**src/hdl/ffha_pkg.sv**
```systemverilog
// shared types and constants for the first-fit heap allocator
// used by the controller, the datapath and the top level
package ffha_pkg;

  localparam logic [1:0] ST_OK      = 2'd0;
  localparam logic [1:0] ST_OOM     = 2'd1;
  localparam logic [1:0] ST_BADFREE = 2'd2;

  localparam logic OP_ALLOC = 1'b0;
  localparam logic OP_FREE  = 1'b1;

  localparam logic CFG_BASE  = 1'b0;
  localparam logic CFG_BYTES = 1'b1;

  // controller to datapath commands
  typedef struct packed {
    logic clr_step;   // clearing pass, one unit
    logic load;       // latch the item
    logic rd_cur;     // read entry at cursor
    logic adv;        // cursor to next chunk
    logic split;      // write split chunk at cursor
    logic mark_used;  // set used at cursor
    logic free_rd;    // read entry named by free
    logic merge_rd;   // read successor of merge base
    logic merge_wr;   // absorb successor
    logic pred_rd;    // read predecessor entry
    logic pred_set;   // merge base to predecessor
    logic unmark;     // clear used at free chunk
    logic fix_pred;   // write predecessor of chunk after merge
    logic res_ok_a;
    logic res_oom;
    logic res_ok_f;
    logic res_bad;
  } cmd_t;

  // datapath to controller status
  typedef struct packed {
    logic clr_done;
    logic walk_end;   // cursor past heap or zero length or step limit
    logic fits;       // cursor chunk free and long enough
    logic split_ok;   // more than two units left after the request
    logic free_ok;    // address checks and used chunk start
    logic merge_ok;   // successor exists and is free
    logic pred_ok;    // predecessor free chunk start
    logic is_zero;    // free chunk at unit zero
    logic after_ok;   // chunk after merge is inside heap
  } sts_t;

endpackage

```
**src/hdl/ffha_ctrl.sv**
```systemverilog
// controller: sequences clearing pass, allocation walk and free merges
// depends on ffha_pkg for command and status types
module ffha_ctrl (
  input  logic           clk_i,
  input  logic           rst_ni,
  input  logic           cfg_we_i,
  input  logic           in_fire_i,
  output logic           in_ready_o,
  input  logic           out_free_i,
  output logic           out_load_o,
  input  logic           op_i,
  input  ffha_pkg::sts_t sts_i,
  output ffha_pkg::cmd_t cmd_o
);
  typedef enum logic [11:0] {
    S_CLR   = 12'b000000000001,
    S_IDLE  = 12'b000000000010,
    S_RD    = 12'b000000000100,
    S_CHK   = 12'b000000001000,
    S_FRD   = 12'b000000010000,
    S_FCHK  = 12'b000000100000,
    S_MRD   = 12'b000001000000,
    S_MCHK  = 12'b000010000000,
    S_FIX   = 12'b000100000000,
    S_PRD   = 12'b001000000000,
    S_PCHK  = 12'b010000000000,
    S_DONE  = 12'b100000000000
  } state_e;

  state_e state_q, state_d;
  logic   pstage_q, pstage_d;

  always_ff @(posedge clk_i or negedge rst_ni) begin
    if (!rst_ni) begin
      state_q  <= S_CLR;
      pstage_q <= 1'b0;
    end else if (cfg_we_i) begin
      state_q  <= S_CLR;
      pstage_q <= 1'b0;
    end else begin
      state_q  <= state_d;
      pstage_q <= pstage_d;
    end
  end

  always_comb begin
    state_d    = state_q;
    pstage_d   = pstage_q;
    cmd_o      = '0;
    in_ready_o = 1'b0;
    out_load_o = 1'b0;
    unique case (state_q)
      S_CLR: begin
        if (sts_i.clr_done) state_d = S_IDLE;
        else cmd_o.clr_step = 1'b1;
      end
      S_IDLE: begin
        in_ready_o = out_free_i;
        if (in_fire_i) begin
          cmd_o.load = 1'b1;
          pstage_d   = 1'b0;
          state_d    = (op_i == ffha_pkg::OP_ALLOC) ? S_RD : S_FRD;
        end
      end
      S_RD: begin
        cmd_o.rd_cur = 1'b1;
        state_d      = S_CHK;
      end
      S_CHK: begin
        if (sts_i.walk_end) begin
          cmd_o.res_oom = 1'b1;
          state_d       = S_DONE;
        end else if (sts_i.fits) begin
          cmd_o.split     = sts_i.split_ok;
          cmd_o.mark_used = 1'b1;
          cmd_o.res_ok_a  = 1'b1;
          state_d         = S_DONE;
        end else begin
          cmd_o.adv = 1'b1;
          state_d   = S_RD;
        end
      end
      S_FRD: begin
        cmd_o.free_rd = 1'b1;
        state_d       = S_FCHK;
      end
      S_FCHK: begin
        if (!sts_i.free_ok) begin
          cmd_o.res_bad = 1'b1;
          state_d       = S_DONE;
        end else begin
          cmd_o.unmark   = 1'b1;
          cmd_o.res_ok_f = 1'b1;
          state_d        = S_MRD;
        end
      end
      S_MRD: begin
        cmd_o.merge_rd = 1'b1;
        state_d        = S_MCHK;
      end
      S_MCHK: begin
        if (sts_i.merge_ok) begin
          cmd_o.merge_wr = 1'b1;
          state_d        = S_FIX;
        end else if (!pstage_q && !sts_i.is_zero) begin
          state_d = S_PRD;
        end else begin
          state_d = S_DONE;
        end
      end
      S_FIX: begin
        cmd_o.fix_pred = sts_i.after_ok;
        if (!pstage_q && !sts_i.is_zero) state_d = S_PRD;
        else state_d = S_DONE;
      end
      S_PRD: begin
        cmd_o.pred_rd = 1'b1;
        state_d       = S_PCHK;
      end
      S_PCHK: begin
        pstage_d = 1'b1;
        if (sts_i.pred_ok) begin
          cmd_o.pred_set = 1'b1;
          state_d        = S_MRD;
        end else begin
          state_d = S_DONE;
        end
      end
      S_DONE: begin
        out_load_o = 1'b1;
        state_d    = S_IDLE;
      end
      default: state_d = S_CLR;
    endcase
  end
endmodule

```
**config.mk**
```make
export PLATFORM = sky130hd
export DESIGN_NAME = ffha_ctrl
export DESIGN_NICKNAME = d
export VERILOG_FILES = /design/src/hdl/ffha_pkg.sv /design/src/hdl/ffha_ctrl.sv
export SDC_FILE = /design/constraint.sdc
export NUM_CORES = 1
export LEC_CHECK = 0
export BUFFER_PORTS_ARGS = -buffer_cell sky130_fd_sc_hd__buf_4
export CORE_MARGIN = 1.5
export CORE_UTILIZATION = 52
export CTS_CLUSTER_DIAMETER = 100
export DETAILED_ROUTE_END_ITERATION = 10
export GPL_TIMING_DRIVEN = 0
export PLACE_DENSITY = 0.83
export SYNTH_ARGS = -nofsm -noshare
export SYNTH_HDL_FRONTEND = slang
export SYNTH_SLANG_ARGS = --single-unit
export TNS_END_PERCENT = 1
```
**constraint.sdc**
```tcl
create_clock -name clk_i -period 2.9 [get_ports clk_i]
set_input_delay 0.29 -clock clk_i [delete_from_list [all_inputs] [get_ports clk_i]]
set_output_delay 0.29 -clock clk_i [all_outputs]
set_load 0.005 [all_outputs]
```
==> flow_summary.ini, run 1 <==
[sta]
tightestPinTransition_ns = 0.887
clock_skew_ns = 0.00368
rsz0062_at_grt = no
final.setup.tns_ns = 0
final-max-slew-violation-count = 0
max_freq_mhz = 388
slew_headroom = 0.405
setup_viol_count_final = 0
final_min_period_over_clock_period = 0.888
finalHoldViolCount = 0
finalWorstPathRequiredPeriod_ns = 2.57

[logic_synthesis]
netlist_instances = 109
synthArstFlopShare = 1.00
synth_most_common_cell = sky130_fd_sc_hd__nor2_1
synth_area_leaders = sky130_fd_sc_hd__dfrtp_1 31%, sky130_fd_sc_hd__nor4_4 6.6%, sky130_fd_sc_hd__nor3_1 5.7%
syn-num-nets = 124
synth_edf_count = 0
synth_top_area_cell = sky130_fd_sc_hd__dfrtp_1
syn_area_sq_um = 961
synth_commonest_cells = 14 x sky130_fd_sc_hd__nor2_1, 12 x sky130_fd_sc_hd__dfrtp_1, 11 x sky130_fd_sc_hd__nor3_1
postSynthAreaPerCell_sq_um = 8.82
postSynthRegisterBits = 13
yosysWarningCount = 0
synth_top_area_share = 0.313
yosysUniqueCellTypes = 37
ys_dominant_reg_cell = sky130_fd_sc_hd__dfrtp_1
synth.yosys.seq_area_share = 0.340

[critical_path]
crit_required_ns = 2.61
reg_to_reg_start = state_q[4]$_DFFE_PN0P_
critical_path_arrival_ns = 2.28
cp-start-kind = flop
cp-end-kind = output port
setup.worst_path.class = reg2out
critical_path.startpoint = state_q[4]$_DFFE_PN0P_
worst-path-max-fanout = 10

[clock_tree]
clock_tree.root_cell = sky130_fd_sc_hd__clkbuf_4
cts_sinks = 13
tritoncts = yes
cts-buffers-inserted = 3
cts_max_level = 1
worst_skew_pair.late_latency_ns = 0.28
clkTransAtPathRegs_ns = 0.08
ctsResizeCount = 0
clock_path_buffers = 2

[floorplan]
die_y_microns = 46.0
std_cell_rows = 15
die-width_microns = 46.0
die-area_sq_um = 2110
boundaryPins = 34
start_util = 0.557
core_region_area_sq_um = 1730

[global_route]
grt_pass1_vias = 885
antenna_found_initial = 0
grt_pass1_wl_microns = 3920
pin_count_of_the_biggest_net_entering_global_routing = 14
grt_remaining_overflow = 0
grt_use_total = 0.264

[detailed_routing]
route.antenna.remaining_nets = 0
detailroute.via_count = 983
routed_via_density = 5.72
drt-initial-drc-count = 29
drcViolationCount = 0
drtPass1Iterations = 6
totalWireLength_microns = 2460
drt-wirelength-per-cell_microns = 14.3

[final_layout]
fin_nets = 163
post_synthesis_to_final_layout_area_growth_pct = 32.8
antenna-diode-count = 0
fillCellCount = 140
final_util = 0.739
share_of_post_route_cells_with_drive_strength_above_1 = 0.333

[worst_hold_path]
timing.hold.worst.class = in2reg
worst_hold_startpoint = cfg_we_i

[run_status]
run_status = completed

[job]
cap_violations = 0

[power]
pwr_density_cell_nw_per_um2 = 346
static-leakage-power_nw = 0.604
vdd_drop_max_mv = 0.283

[placed_design]
place_congestion = 0.851
buffers_on_ports = 33
place_hpwl_microns = 1910
-- flip-flops by register name, summed over array words and instances, names as in the netlist --
name,flops
state_q,12
pstage_q,1
-- worst max-delay path: stages, from the launching register on --
cell                      delay (ns)
sky130_fd_sc_hd__dfrtp_1        0.48
sky130_fd_sc_hd__nor4_4         0.55
sky130_fd_sc_hd__nand4_1        0.27
sky130_fd_sc_hd__nor3b_1        0.42
sky130_fd_sc_hd__and2_1         0.18
sky130_fd_sc_hd__buf_4          0.10
-- area by class of cell --
type / instances / area [sq um] / area share
Multi-Input combinational cell: 85 / 577 / 0.452
Sequential cell: 13 / 327 / 0.256
Timing Repair Buffer: 34 / 258 / 0.202
Buffer: 6 / 38.8 / 0.0304
Tap cell: 25 / 31.3 / 0.0245
Clock buffer: 4 / 26.3 / 0.0206
Inverter: 5 / 18.8 / 0.0147
-- power breakdown --
group          switching [mW]  internal (mW)
Combinational          0.0703         0.0517
Sequential             0.0127          0.190
Clock                  0.0625         0.0535
-- placed cells by master, fill, tap and decap left out, types with 2 or more instances in the layout --
| master | synthesis | routed |
|---|---|---|
| sky130_fd_sc_hd__buf_4 | 2 | 35 |
| sky130_fd_sc_hd__nor2_1 | 14 | 14 |
| sky130_fd_sc_hd__dfrtp_1 | 12 | 12 |
| sky130_fd_sc_hd__nor3_1 | 11 | 11 |
| sky130_fd_sc_hd__nor2b_1 | 6 | 6 |
| sky130_fd_sc_hd__inv_1 | 5 | 5 |
| sky130_fd_sc_hd__nand2_1 | 5 | 5 |
| sky130_fd_sc_hd__nand4_1 | 4 | 4 |
| sky130_fd_sc_hd__nand3_1 | 4 | 4 |
| sky130_fd_sc_hd__nor3b_1 | 4 | 4 |
| sky130_fd_sc_hd__nor4b_1 | 4 | 4 |
| sky130_fd_sc_hd__nor4_4 | 3 | 3 |
| sky130_fd_sc_hd__and2_1 | 3 | 3 |
| sky130_fd_sc_hd__clkbuf_1 | 2 | 3 |
| sky130_fd_sc_hd__xor2_1 | 3 | 3 |
| sky130_fd_sc_hd__clkbuf_4 | 0 | 3 |
| sky130_fd_sc_hd__and4b_1 | 2 | 2 |
| sky130_fd_sc_hd__nand3b_1 | 2 | 2 |
| sky130_fd_sc_hd__nor3b_2 | 2 | 2 |
| sky130_fd_sc_hd__a21oi_1 | 2 | 2 |
| sky130_fd_sc_hd__o21ai_0 | 2 | 2 |
-- cells by family (layout without fill, tap and decap cells) --
kind of cell | Yosys count | in the layout | synth area share
compound gates | 12 | 12 | 0.0951
flops | 13 | 13 | 0.340
simple gates | 69 | 69 | 0.469
xor+xnor | 4 | 4 | 0.0365
buf+inv | 11 | 49 | 0.0599
-- worst paths after layout --
kind	endpoint	slack, ns	cells after the start
max	cmd_o[12]	0.33	5
min	state_q[5]$_DFFE_PN0P_	0.18	2
max reg2reg	state_q[11]$_DFFE_PN0P_	0.74	5
min reg2reg	pstage_q$_DFFE_PN0P_	0.54	2
max in group asynchronous	state_q[0]$_DFFE_PN1P_	2.28	2
min in group asynchronous	state_q[2]$_DFFE_PN0P_	0.38	2
-- routing by layer --
layer	routed length, microns	global-route usage	vias up
li1	-	-	470
met1	1030	0.328	455
met2	1190	0.431	53
met3	200	0.0675	5
met4	40	0.109	0
met5	0	0	-
-- metrics by stage --
step           hold WS, ns  power [mW]  setup WS (ns)  instance area [sq um]  instances
4_1_cts              0.171       0.441          0.316                   1280        172
3_5_place_dp         0.142       0.324          0.644                   1240        167
3_3_place_gp         0.140       0.319          0.700                   1240        167
2_1_floorplan     -0.00559       0.275          0.976                    961        109
6_report             0.177       0.441          0.326                   1280        172
5_1_grt              0.167       0.464          0.148                   1280        172
-- timing repair --
item	4_1_cts	5_1_grt
endpoints found under the hold margin	12	0
buffers inserted	0	0
hold buffers	1	0
Note: power is estimated with default switching activity, not from simulation.
==> run 2, diff against run 1 <==
--- a/config.mk
+++ b/config.mk
@@ -12,7 +12,8 @@
 export DETAILED_ROUTE_END_ITERATION = 10
 export GPL_TIMING_DRIVEN = 0
 export PLACE_DENSITY = 0.83
+export REMOVE_ABC_BUFFERS = 1
 export SYNTH_ARGS = -nofsm -noshare
 export SYNTH_HDL_FRONTEND = slang
 export SYNTH_SLANG_ARGS = --single-unit
-export TNS_END_PERCENT = 1
+export TNS_END_PERCENT = 20
==> flow_summary.ini, run 2 (same netlist as run 1, synthesis figures left out) <==
[run_status]
run_status = completed

[power]
pwr_density_cell_nw_per_um2 = 349
vdd_drop_max_mv = 0.279
static-leakage-power_nw = 0.579
finalPower_uw = 432

[floorplan]
die_y_microns = 46.0
std_cell_rows = 15
die-area_sq_um = 2110
die-width_microns = 46.0
core_region_area_sq_um = 1730
boundaryPins = 34
start_util = 0.557

[sta]
post-route-worst-setup-slack_ns = 0.352
max_freq_mhz = 392
final.hold.worst_slack_ns = 0.265
tightestPinTransition_ns = 1.03
setup_viol_count_final = 0
slew_headroom = 0.308
final_min_period_over_clock_period = 0.879
final.setup.tns_ns = 0
clock_skew_ns = 0.00263
rsz0062_at_grt = no
finalHoldViolCount = 0
finalWorstPathRequiredPeriod_ns = 2.55
final-max-slew-violation-count = 0

[critical_path]
cp-start-kind = flop
crit_required_ns = 2.61
cp-end-kind = output port
slowest_delay_ns = 0.55
critical_path.startpoint = state_q[4]$_DFFE_PN0P_
setup.worst_path.class = reg2out
critical_path_arrival_ns = 2.26
endpoint = cmd_o[12]
reg_to_reg_start = state_q[4]$_DFFE_PN0P_
ff2ff_path_depth = 5
worst_r2r_end = state_q[11]$_DFFE_PN0P_
worst-path-max-fanout = 10
crit_slowest_cell = sky130_fd_sc_hd__nor4_4
worstPathCellList = nor4_4 -> nand4_1 -> nor3b_1 -> and2_1 -> buf_4
ff2ff_setup_slack_ns = 0.77

[final_layout]
post_synthesis_to_final_layout_area_growth_pct = 28.8
layout_commonest_cell = sky130_fd_sc_hd__buf_4
largest_register_ff_count = 12
seqCellArea_sq_um = 327
largestRegisters = state_q: 12 flops, pstage_q: 1 flops
top_register = state_q
multiInputGateArea_sq_um = 577
finalInstanceArea_sq_um = 1240
layout_common_cells = 33 x sky130_fd_sc_hd__buf_4, 14 x sky130_fd_sc_hd__nor2_1, 12 x sky130_fd_sc_hd__dfrtp_1
antenna-diode-count = 0
fin_nets = 157
fillCellCount = 137
share_of_post_route_cells_with_drive_strength_above_1 = 0.319

[job]
cap_violations = 0

[placed_design]
place_hpwl_microns = 1900
preCtsSetupSlack_ns = 0.705
buffers_on_ports = 33
detailed_place.area_sq_um = 1200
place_congestion = 0.739

[detailed_routing]
wirelength_met1_microns = 1040
met3_length_microns = 103
drt-wirelength-per-cell_microns = 14.4
drtPass1Iterations = 4
topRoutingLayerUsed = met4
detailroute.via_count = 954
totalWireLength_microns = 2390
route.antenna.remaining_nets = 0
drcViolationCount = 0
routed_via_density = 5.75
met2_length_microns = 1190
drt-initial-drc-count = 11

[clock_tree]
cts_max_level = 1
cts_sinks = 13
worst_skew_pair.late_latency_ns = 0.27
cts-buffers-inserted = 3
clock_tree.root_cell = sky130_fd_sc_hd__clkbuf_4
tritoncts = yes
cts_hold_buf = 1
clkTransAtPathRegs_ns = 0.08
ctsResizeCount = 0
post_cts_buffers = 0
clock_path_buffers = 2

[global_route]
pin_count_of_the_biggest_net_entering_global_routing = 14
grt_remaining_overflow = 0
antenna_found_initial = 0
grt_pass1_vias = 887
grt_pass1_wl_microns = 3910
grt_use_total = 0.262

[worst_hold_path]
timing.hold.worst.class = in2reg
run 2: per-stage QoR:
| step | std cells | utilization |
|---|---|---|
| after CTS | 166 | 0.717 |
| after detailed placement | 161 | 0.696 |
| after global placement | 161 | 0.696 |
| final | 166 | 0.717 |
| after floorplan | 103 | - |
| after global routing | 166 | 0.717 |
run 2: area by class of cell:
class | instances | area share
multi-input combinational | 85 | 0.466
sequential | 13 | 0.264
timing repair buffer | 34 | 0.208
tap | 25 | 0.0253
clock buffer | 4 | 0.0212
inverter | 5 | 0.0152
run 2: where the power goes:
| part | internal, mW | switching, mW | total, mW |
|---|---|---|---|
| combinational | 0.0503 | 0.0700 | 0.120 |
| sequential | 0.190 | 0.0125 | 0.203 |
| clock | 0.0532 | 0.0554 | 0.109 |
| total | 0.294 | 0.138 | 0.432 |
run 2: how the worst min path moves through the flow:
stage / cells past startpoint / to / from
floorplan: 0 / pstage_q$_DFFE_PN0P_ / rst_ni
global placement: 1 / state_q[2]$_DFFE_PN0P_ / rst_ni
detailed placement: 1 / state_q[1]$_DFFE_PN0P_ / rst_ni
CTS: 4 / state_q[9]$_DFFE_PN0P_ / sts_i[1]
global route: 4 / state_q[9]$_DFFE_PN0P_ / sts_i[1]
finish: 4 / state_q[9]$_DFFE_PN0P_ / sts_i[1]
run 2: worst max-delay path, delay by kind of cell, from the launching register on:
family,cells,cell delay (ns)
AND/OR/NAND/NOR,4,1.40
flip-flops,1,0.48
buffers and inverters,1,0.10
run 2: per-layer routing:
layer  vias to the layer above  GRT usage
met4                         0      0.143
met1                       448      0.315
met3                         6     0.0556
li1                        468          -
met2                        32      0.431
met5                         -          0
